`src/rtl/core/dvs_pkg.sv`:
```
// shared types and constants for the distinct value set engine
// no dependencies; imported by every module of the block
package dvs_pkg;

    localparam int DATA_W       = 32;
    localparam int POS_W        = 10;
    localparam int MODE_W       = 3;
    localparam int CAPACITY_DEF = 1024;

    // transaction codes
    localparam logic [MODE_W-1:0] MODE_INSERT = 3'd0;
    localparam logic [MODE_W-1:0] MODE_REMOVE = 3'd1;
    localparam logic [MODE_W-1:0] MODE_PROBE  = 3'd2;
    localparam logic [MODE_W-1:0] MODE_COMMIT = 3'd3;
    localparam logic [MODE_W-1:0] MODE_READ   = 3'd4;

    typedef enum logic [2:0] {
        ST_IDLE,
        ST_FIND,
        ST_SHIFT,
        ST_READ,
        ST_RESP
    } state_t;

    typedef struct packed {
        logic was_present;
        logic dropped;
        logic bad_position;
    } flags_t;

endpackage

```
`src/rtl/core/dvs_ctrl.sv`:
```
// sequencer and shared compare unit: walks the stores one entry per cycle
// depends on dvs_pkg; drives the two bank memories held in the top level
module dvs_ctrl
    import dvs_pkg::*;
#(
    parameter int CAPACITY = CAPACITY_DEF,
    parameter int IDX_W    = $clog2(CAPACITY),
    parameter int CNT_W    = $clog2(CAPACITY + 1)
) (
    input  logic              clk,
    input  logic              rst_n,
    input  logic              in_valid,
    output logic              in_ready,
    input  logic [MODE_W-1:0] mode,
    input  logic [DATA_W-1:0] value,
    input  logic [POS_W-1:0]  position,
    output logic              res_valid,
    input  logic              res_taken,
    output flags_t            res_flags,
    output logic [CNT_W-1:0]  res_count,
    output logic [DATA_W-1:0] res_read_value,
    output logic              bank,
    output logic [IDX_W-1:0]  rd_addr,
    output logic              main_re,
    output logic              stg_re,
    input  logic [DATA_W-1:0] main_rdata,
    input  logic [DATA_W-1:0] stg_rdata,
    output logic              main_we,
    output logic [IDX_W-1:0]  main_wa,
    output logic [DATA_W-1:0] main_wd,
    output logic              stg_we,
    output logic [IDX_W-1:0]  stg_wa,
    output logic [DATA_W-1:0] stg_wd
);

    localparam int CMP_W = CNT_W + POS_W;

    state_t            state_reg, state_next;
    logic [MODE_W-1:0] mode_reg, mode_next;
    logic [DATA_W-1:0] value_reg, value_next;
    logic [CNT_W-1:0]  total_reg, total_next;
    logic [CNT_W-1:0]  staged_reg, staged_next;
    logic              bank_reg, bank_next;
    logic [CNT_W-1:0]  issue_reg, issue_next;
    logic              pend_reg, pend_next;
    logic [IDX_W-1:0]  pend_idx_reg, pend_idx_next;
    logic              stage_search_reg, stage_search_next;
    flags_t            flags_reg, flags_next;
    logic [DATA_W-1:0] read_reg, read_next;

    logic [CNT_W-1:0]  cur_len;
    logic [DATA_W-1:0] cur_rdata;
    logic              hit;
    logic              issue_more;
    logic [CNT_W-1:0]  issue_prev;

    always_ff @(posedge clk or negedge rst_n)
    begin
        if (!rst_n)
        begin
            state_reg        <= ST_IDLE;
            total_reg        <= '0;
            staged_reg       <= '0;
            bank_reg         <= 1'b0;
            pend_reg         <= 1'b0;
            stage_search_reg <= 1'b0;
        end
        else
        begin
            state_reg        <= state_next;
            total_reg        <= total_next;
            staged_reg       <= staged_next;
            bank_reg         <= bank_next;
            pend_reg         <= pend_next;
            stage_search_reg <= stage_search_next;
        end
    end

    always_ff @(posedge clk)
    begin
        mode_reg     <= mode_next;
        value_reg    <= value_next;
        issue_reg    <= issue_next;
        pend_idx_reg <= pend_idx_next;
        flags_reg    <= flags_next;
        read_reg     <= read_next;
    end

    // the one compare unit, fed from whichever store is being walked
    assign cur_len    = stage_search_reg ? staged_reg : total_reg;
    assign cur_rdata  = stage_search_reg ? stg_rdata : main_rdata;
    assign hit        = pend_reg && (cur_rdata == value_reg);
    assign issue_more = issue_reg < cur_len;
    assign issue_prev = issue_reg - CNT_W'(1);

    always_comb
    begin
        state_next        = state_reg;
        mode_next         = mode_reg;
        value_next        = value_reg;
        total_next        = total_reg;
        staged_next       = staged_reg;
        bank_next         = bank_reg;
        issue_next        = issue_reg;
        pend_next         = pend_reg;
        pend_idx_next     = pend_idx_reg;
        stage_search_next = stage_search_reg;
        flags_next        = flags_reg;
        read_next         = read_reg;
        rd_addr           = issue_reg[IDX_W-1:0];
        main_re           = 1'b0;
        stg_re            = 1'b0;
        main_we           = 1'b0;
        main_wa           = total_reg[IDX_W-1:0];
        main_wd           = value_reg;
        stg_we            = 1'b0;
        stg_wa            = staged_reg[IDX_W-1:0];
        stg_wd            = value_reg;

        case (state_reg)
            ST_IDLE:
            begin
                if (in_valid)
                begin
                    mode_next         = mode;
                    value_next        = value;
                    flags_next        = '0;
                    read_next         = '0;
                    issue_next        = '0;
                    pend_next         = 1'b0;
                    stage_search_next = 1'b0;
                    case (mode)
                        MODE_INSERT, MODE_REMOVE, MODE_PROBE:
                        begin
                            state_next = ST_FIND;
                        end
                        MODE_COMMIT:
                        begin
                            // swap banks: staging becomes main, old main is free
                            bank_next   = ~bank_reg;
                            total_next  = staged_reg;
                            staged_next = '0;
                            state_next  = ST_RESP;
                        end
                        MODE_READ:
                        begin
                            if (CMP_W'(position) < CMP_W'(total_reg))
                            begin
                                main_re    = 1'b1;
                                rd_addr    = IDX_W'(position);
                                state_next = ST_READ;
                            end
                            else
                            begin
                                flags_next.bad_position = 1'b1;
                                state_next              = ST_RESP;
                            end
                        end
                        default:
                        begin
                            state_next = ST_RESP;
                        end
                    endcase
                end
            end

            ST_FIND:
            begin
                if (hit)
                begin
                    if (stage_search_reg)
                    begin
                        state_next = ST_RESP;
                    end
                    else
                    begin
                        flags_next.was_present = 1'b1;
                        case (mode_reg)
                            MODE_REMOVE:
                            begin
                                issue_next = CNT_W'(pend_idx_reg) + CNT_W'(1);
                                pend_next  = 1'b0;
                                state_next = ST_SHIFT;
                            end
                            MODE_PROBE:
                            begin
                                stage_search_next = 1'b1;
                                issue_next        = '0;
                                pend_next         = 1'b0;
                            end
                            default:
                            begin
                                state_next = ST_RESP;
                            end
                        endcase
                    end
                end
                else if (!issue_more && !pend_reg)
                begin
                    // walk finished without a match
                    if (stage_search_reg)
                    begin
                        if (staged_reg < CNT_W'(CAPACITY))
                        begin
                            stg_we      = 1'b1;
                            staged_next = staged_reg + CNT_W'(1);
                        end
                        else
                        begin
                            flags_next.dropped = 1'b1;
                        end
                    end
                    else if (mode_reg == MODE_INSERT)
                    begin
                        if (total_reg < CNT_W'(CAPACITY))
                        begin
                            main_we    = 1'b1;
                            total_next = total_reg + CNT_W'(1);
                        end
                        else
                        begin
                            flags_next.dropped = 1'b1;
                        end
                    end
                    state_next = ST_RESP;
                end
                else
                begin
                    main_re       = !stage_search_reg && issue_more;
                    stg_re        = stage_search_reg && issue_more;
                    pend_next     = issue_more;
                    pend_idx_next = issue_reg[IDX_W-1:0];
                    if (issue_more)
                    begin
                        issue_next = issue_reg + CNT_W'(1);
                    end
                end
            end

            ST_SHIFT:
            begin
                // entry j is read, then written one place lower
                if (pend_reg)
                begin
                    main_we = 1'b1;
                    main_wa = pend_idx_reg;
                    main_wd = main_rdata;
                end
                if (!issue_more && !pend_reg)
                begin
                    total_next = total_reg - CNT_W'(1);
                    state_next = ST_RESP;
                end
                else
                begin
                    main_re       = issue_more;
                    pend_next     = issue_more;
                    pend_idx_next = issue_prev[IDX_W-1:0];
                    if (issue_more)
                    begin
                        issue_next = issue_reg + CNT_W'(1);
                    end
                end
            end

            ST_READ:
            begin
                read_next  = main_rdata;
                state_next = ST_RESP;
            end

            ST_RESP:
            begin
                if (res_taken)
                begin
                    state_next = ST_IDLE;
                end
            end

            default:
            begin
                state_next = ST_IDLE;
            end
        endcase
    end

    assign in_ready       = (state_reg == ST_IDLE);
    assign res_valid      = (state_reg == ST_RESP);
    assign res_flags      = flags_reg;
    assign res_count      = total_reg;
    assign res_read_value = read_reg;
    assign bank           = bank_reg;

endmodule

```
`config.mk`:
```
export PLATFORM = sky130hd
export DESIGN_NAME = dvs_ctrl
export DESIGN_NICKNAME = d
export VERILOG_FILES = /design/src/rtl/core/dvs_pkg.sv /design/src/rtl/core/dvs_ctrl.sv
export SDC_FILE = /design/constraint.sdc
export NUM_CORES = 1
export LEC_CHECK = 0
export ABC_AREA = 1
export BUFFER_PORTS_ARGS = -buffer_cell sky130_fd_sc_hd__buf_4
export CAP_MARGIN = 30
export CORE_UTILIZATION = 48
export DETAILED_ROUTE_END_ITERATION = 8
export HOLD_SLACK_MARGIN = 0.1
export PLACE_DENSITY = 0.8
export RECOVER_POWER = 50
export SYNTH_ARGS = -nofsm -noshare
export SYNTH_HDL_FRONTEND = slang
export SYNTH_SLANG_ARGS = --single-unit
```
`constraint.sdc`:
```
create_clock -name clk -period 3.8 [get_ports clk]
set_clock_uncertainty 0.1 [all_clocks]
set_input_delay 0.38 -clock clk [delete_from_list [all_inputs] [get_ports clk]]
set_output_delay 0.38 -clock clk [all_outputs]
set_load 0.05 [all_outputs]
```
==> impl_results.md <==
- Status: finished with violations
- Failing checks: capacitance limit, slew limit
- Worst setup path start: stage_search_reg$_DFFE_PN0P_
- Highest metal used: met4
- Fin crit share: 0.9216
- Top_reg_cell synth: edfxtp_1
- CP max stage cell: dfrtp_2
- DIE WIDTH: about 140 microns
- Final TNS setup: 0 ns
- Die area: 18300 sq um
- Clk sinks: about 120
- Clk slew on worst S/H paths: around 0.060 ns
- Avg WL per Cell: 17.19 microns
- Crit-path max FO: 35
- CTS tree: built
- Hold buffer count at cts: 36
- Gates resized, CTS repair: 0
- Post-CTS Repair Setup Buffers: 0
- Io pins: 260
- Final Non-Filler Cells: about 1700
- CTS Root Cell: clkbuf_16
- CP arrival: 3.02 ns
- CTS buffer count: 17
- Crit end category: output port
- Die Y: 135.3 microns
- Largest net degree at the start of global routing: 69
- Antenna cells: 0
- Placer Congestion: ~0.9
- Routed Antenna Nets: 0
- CP most frequent cell: nand2_1
- Number of synthesized flops with an enable pin: 91
- Net count after synthesis: 1315
- Reg2Reg Depth: 11
- Synthesized area per cell: ~7.3 sq um
- Num rows: between 40 and 50
- Synth top area share: 0.3205
- Register area share after synthesis: 0.4027
- Routed length on met3: about 2400 microns
- Final #Nets: between 1500 and 2000
- # DRC: 0
- Area of the core: 17300 sq um
- Buffers on Ports: between 200 and 300
- #FFs+latches synth: 119
- Multi-input logic area: between 4000 and 5000 sq um
- Total GRT Usage: 0.3199
- Rel. slew slack: -0.2551
- Total gr overflow: 0
- Clk Latency, worst-skew pair: approximately 0.42 ns
- Most frequent cells in the layout: 347 x nand2_1, 161 x inv_1, 137 x buf_4
- Layout fillers: 1576
- Post-synth top area cell: edfxtp_1
- Fin crit period: about 3.5 ns
- Clock Tree Buf Depth: 2
- Initial antenna violation count: 0
- Worst-path cell chain: inv_4 > nor2_1 > a21oi_1 > inv_1 > ha_1 > nand4_1 > a21oi_1 > nor2_1 > nand2_1 > nand2_1 > inv_1 > nand2_1 > o21ai_0 > buf_4
- H-Tree Depth: 4
- Crit path largest cell delay: 0.45 ns
- Routed wire length: just under 30000 microns
- Initial core utilization: 0.4929
- Placed insts: 1613
- VDD IR max: roughly 0.5 mV
- Fin area: approximately 11000 sq um
- Top cells by area, synth: edfxtp_1 32%, nand2_1 15%, dfrtp_1 8.2%
- Post-synth cell types: between 40 and 50
- Worst Hold Slack: 0.1306 ns
- Max Freq: roughly 0.29 GHz
- Post-DP HPWL: 21840 microns
- Vias post-DR: a little over 9000
- Pwr per Cell Area: approximately 650 nW/um^2
- Vias in the first global route: just under 9000
- Metal-1 WL: roughly 11000 microns
- Post-Syn Instances: between 1000 and 1500
- Crit Path Category: reg2out
- Worst min path class: in2reg
- Mapped Area: around 8500 sq um
- Share of layout cells above drive strength 1: 0.1573
- HP Start: res_taken
- MaxCap Viol Count: 2
- Met2 WL: around 14000 microns
- Leak pwr: 5.164 nW
- Routed vias/inst: ~5.5
- Worst-Margin Slew: roughly 1.9 ns
- Ys async rst share: 0.2353
- Startpoint types: flip-flop
- Slew Viols, Final: 63
- Hold path cells: 4
- Iteration-0 DRC Markers: around 800
- RSZ-0062 raised after global routing: false
- R2R Path Start: state_reg[2]$_DFFE_PN0P_
- Area Growth Syn to Fin: 31.08%
- Warning count from the yosys run: 0
- Final setup fails: 0
- Commonest non-fill, non-tap cell in the layout: nand2_1
- Global-route wire length before repair: 44460 microns
- Required time of the critical path: around 3.3 ns
- 1st-pass router iterations: 5
- Sequential cell area: ~3400 sq um
- DP Area: 10550 sq um
- Final Hold Viols: 0
- Fin util: 0.6461
==> cells in the mapped netlist (all sizes together), types with 2 or more instances <==
cell,number
or2,9
o21a,2
ha,32
nand3b,2
o211ai,11
dfrtp,28
o21ai,127
inv,163
nand2,347
edfxtp,91
xor2,27
nand4,19
xnor2,2
nor3,22
a31oi,2
clkinv,3
nor2,109
a21o,3
o22ai,6
buf,27
nor4,7
clkbuf,22
a21oi,23
nand3,76
a31o,2
==> final cells by class <==
| type | instances | share of cell area |
|---|---|---|
| multi-input combinational | 835 | 0.3735 |
| clock inverter | 15 | 0.01803 |
| sequential | 119 | 0.3073 |
| clock buffer | 17 | 0.03807 |
| tap | 225 | 0.02519 |
| timing repair buffer | 304 | 0.1819 |
| inverter | 166 | 0.05598 |
==> path summary, 6_finish.rpt <==
kind / end / slack (ns)
setup reg to reg: res_count[0]$_DFFE_PN0P_ / 0.43
min in group asynchronous: staged_reg[1]$_DFFE_PN0P_ / 0.82
setup / recovery: main_we / 0.30
hold / removal: state_reg[2]$_DFFE_PN0P_ / 0.13
hold reg to reg: bank$_DFFE_PN0P_ / 0.37
max in group asynchronous: stage_search_reg$_DFFE_PN0P_ / 1.72
==> through the flow <==
step,power [W],worst slack (ns)
floorplan,0.004498,0.007421
global placement,0.005561,0.7046
detailed placement,0.005601,0.5803
CTS,0.007368,0.3070
global route,0.007534,0.08248
finish,0.007212,0.2979
==> routing by layer <==
metal | vias to the layer above | global-route usage
met5 | - | 0
met4 | 0 | 0.1504
met3 | 88 | 0.05724
met2 | 505 | 0.5462
met1 | 4242 | 0.3910
li1 | 4359 | -
==> worst max-delay path, delay by kind of cell (launching register included) <==
| kind | cells | cell delay, ns |
|---|---|---|
| and+or+nand+nor | 6 | 0.64 |
| AOI/OAI and AO/OA | 3 | 0.46 |
| buffers and inverters | 4 | 0.76 |
| DFF | 1 | 0.45 |
| adders and majority gates | 1 | 0.31 |
==> report_power, final <==
part,total [W],internal [W],switching (W),leakage (nW)
combinational,0.00338,0.000825,0.00256,3.60
sequential,0.00211,0.00181,0.000296,1.26
clock,0.00172,0.00110,0.000623,0.303
==> logic make-up after synthesis <==
kind of cell / share of synthesized area
and+or+nand+nor: 0.2909
buffers and inverters: 0.1095
AOI/OAI and AO/OA: 0.1167
DFF: 0.4027
adders and majority gates: 0.04931
xor gates and xnor gates: 0.02979
muxes: 0.001174
Power figures use the tool's default switching activity.
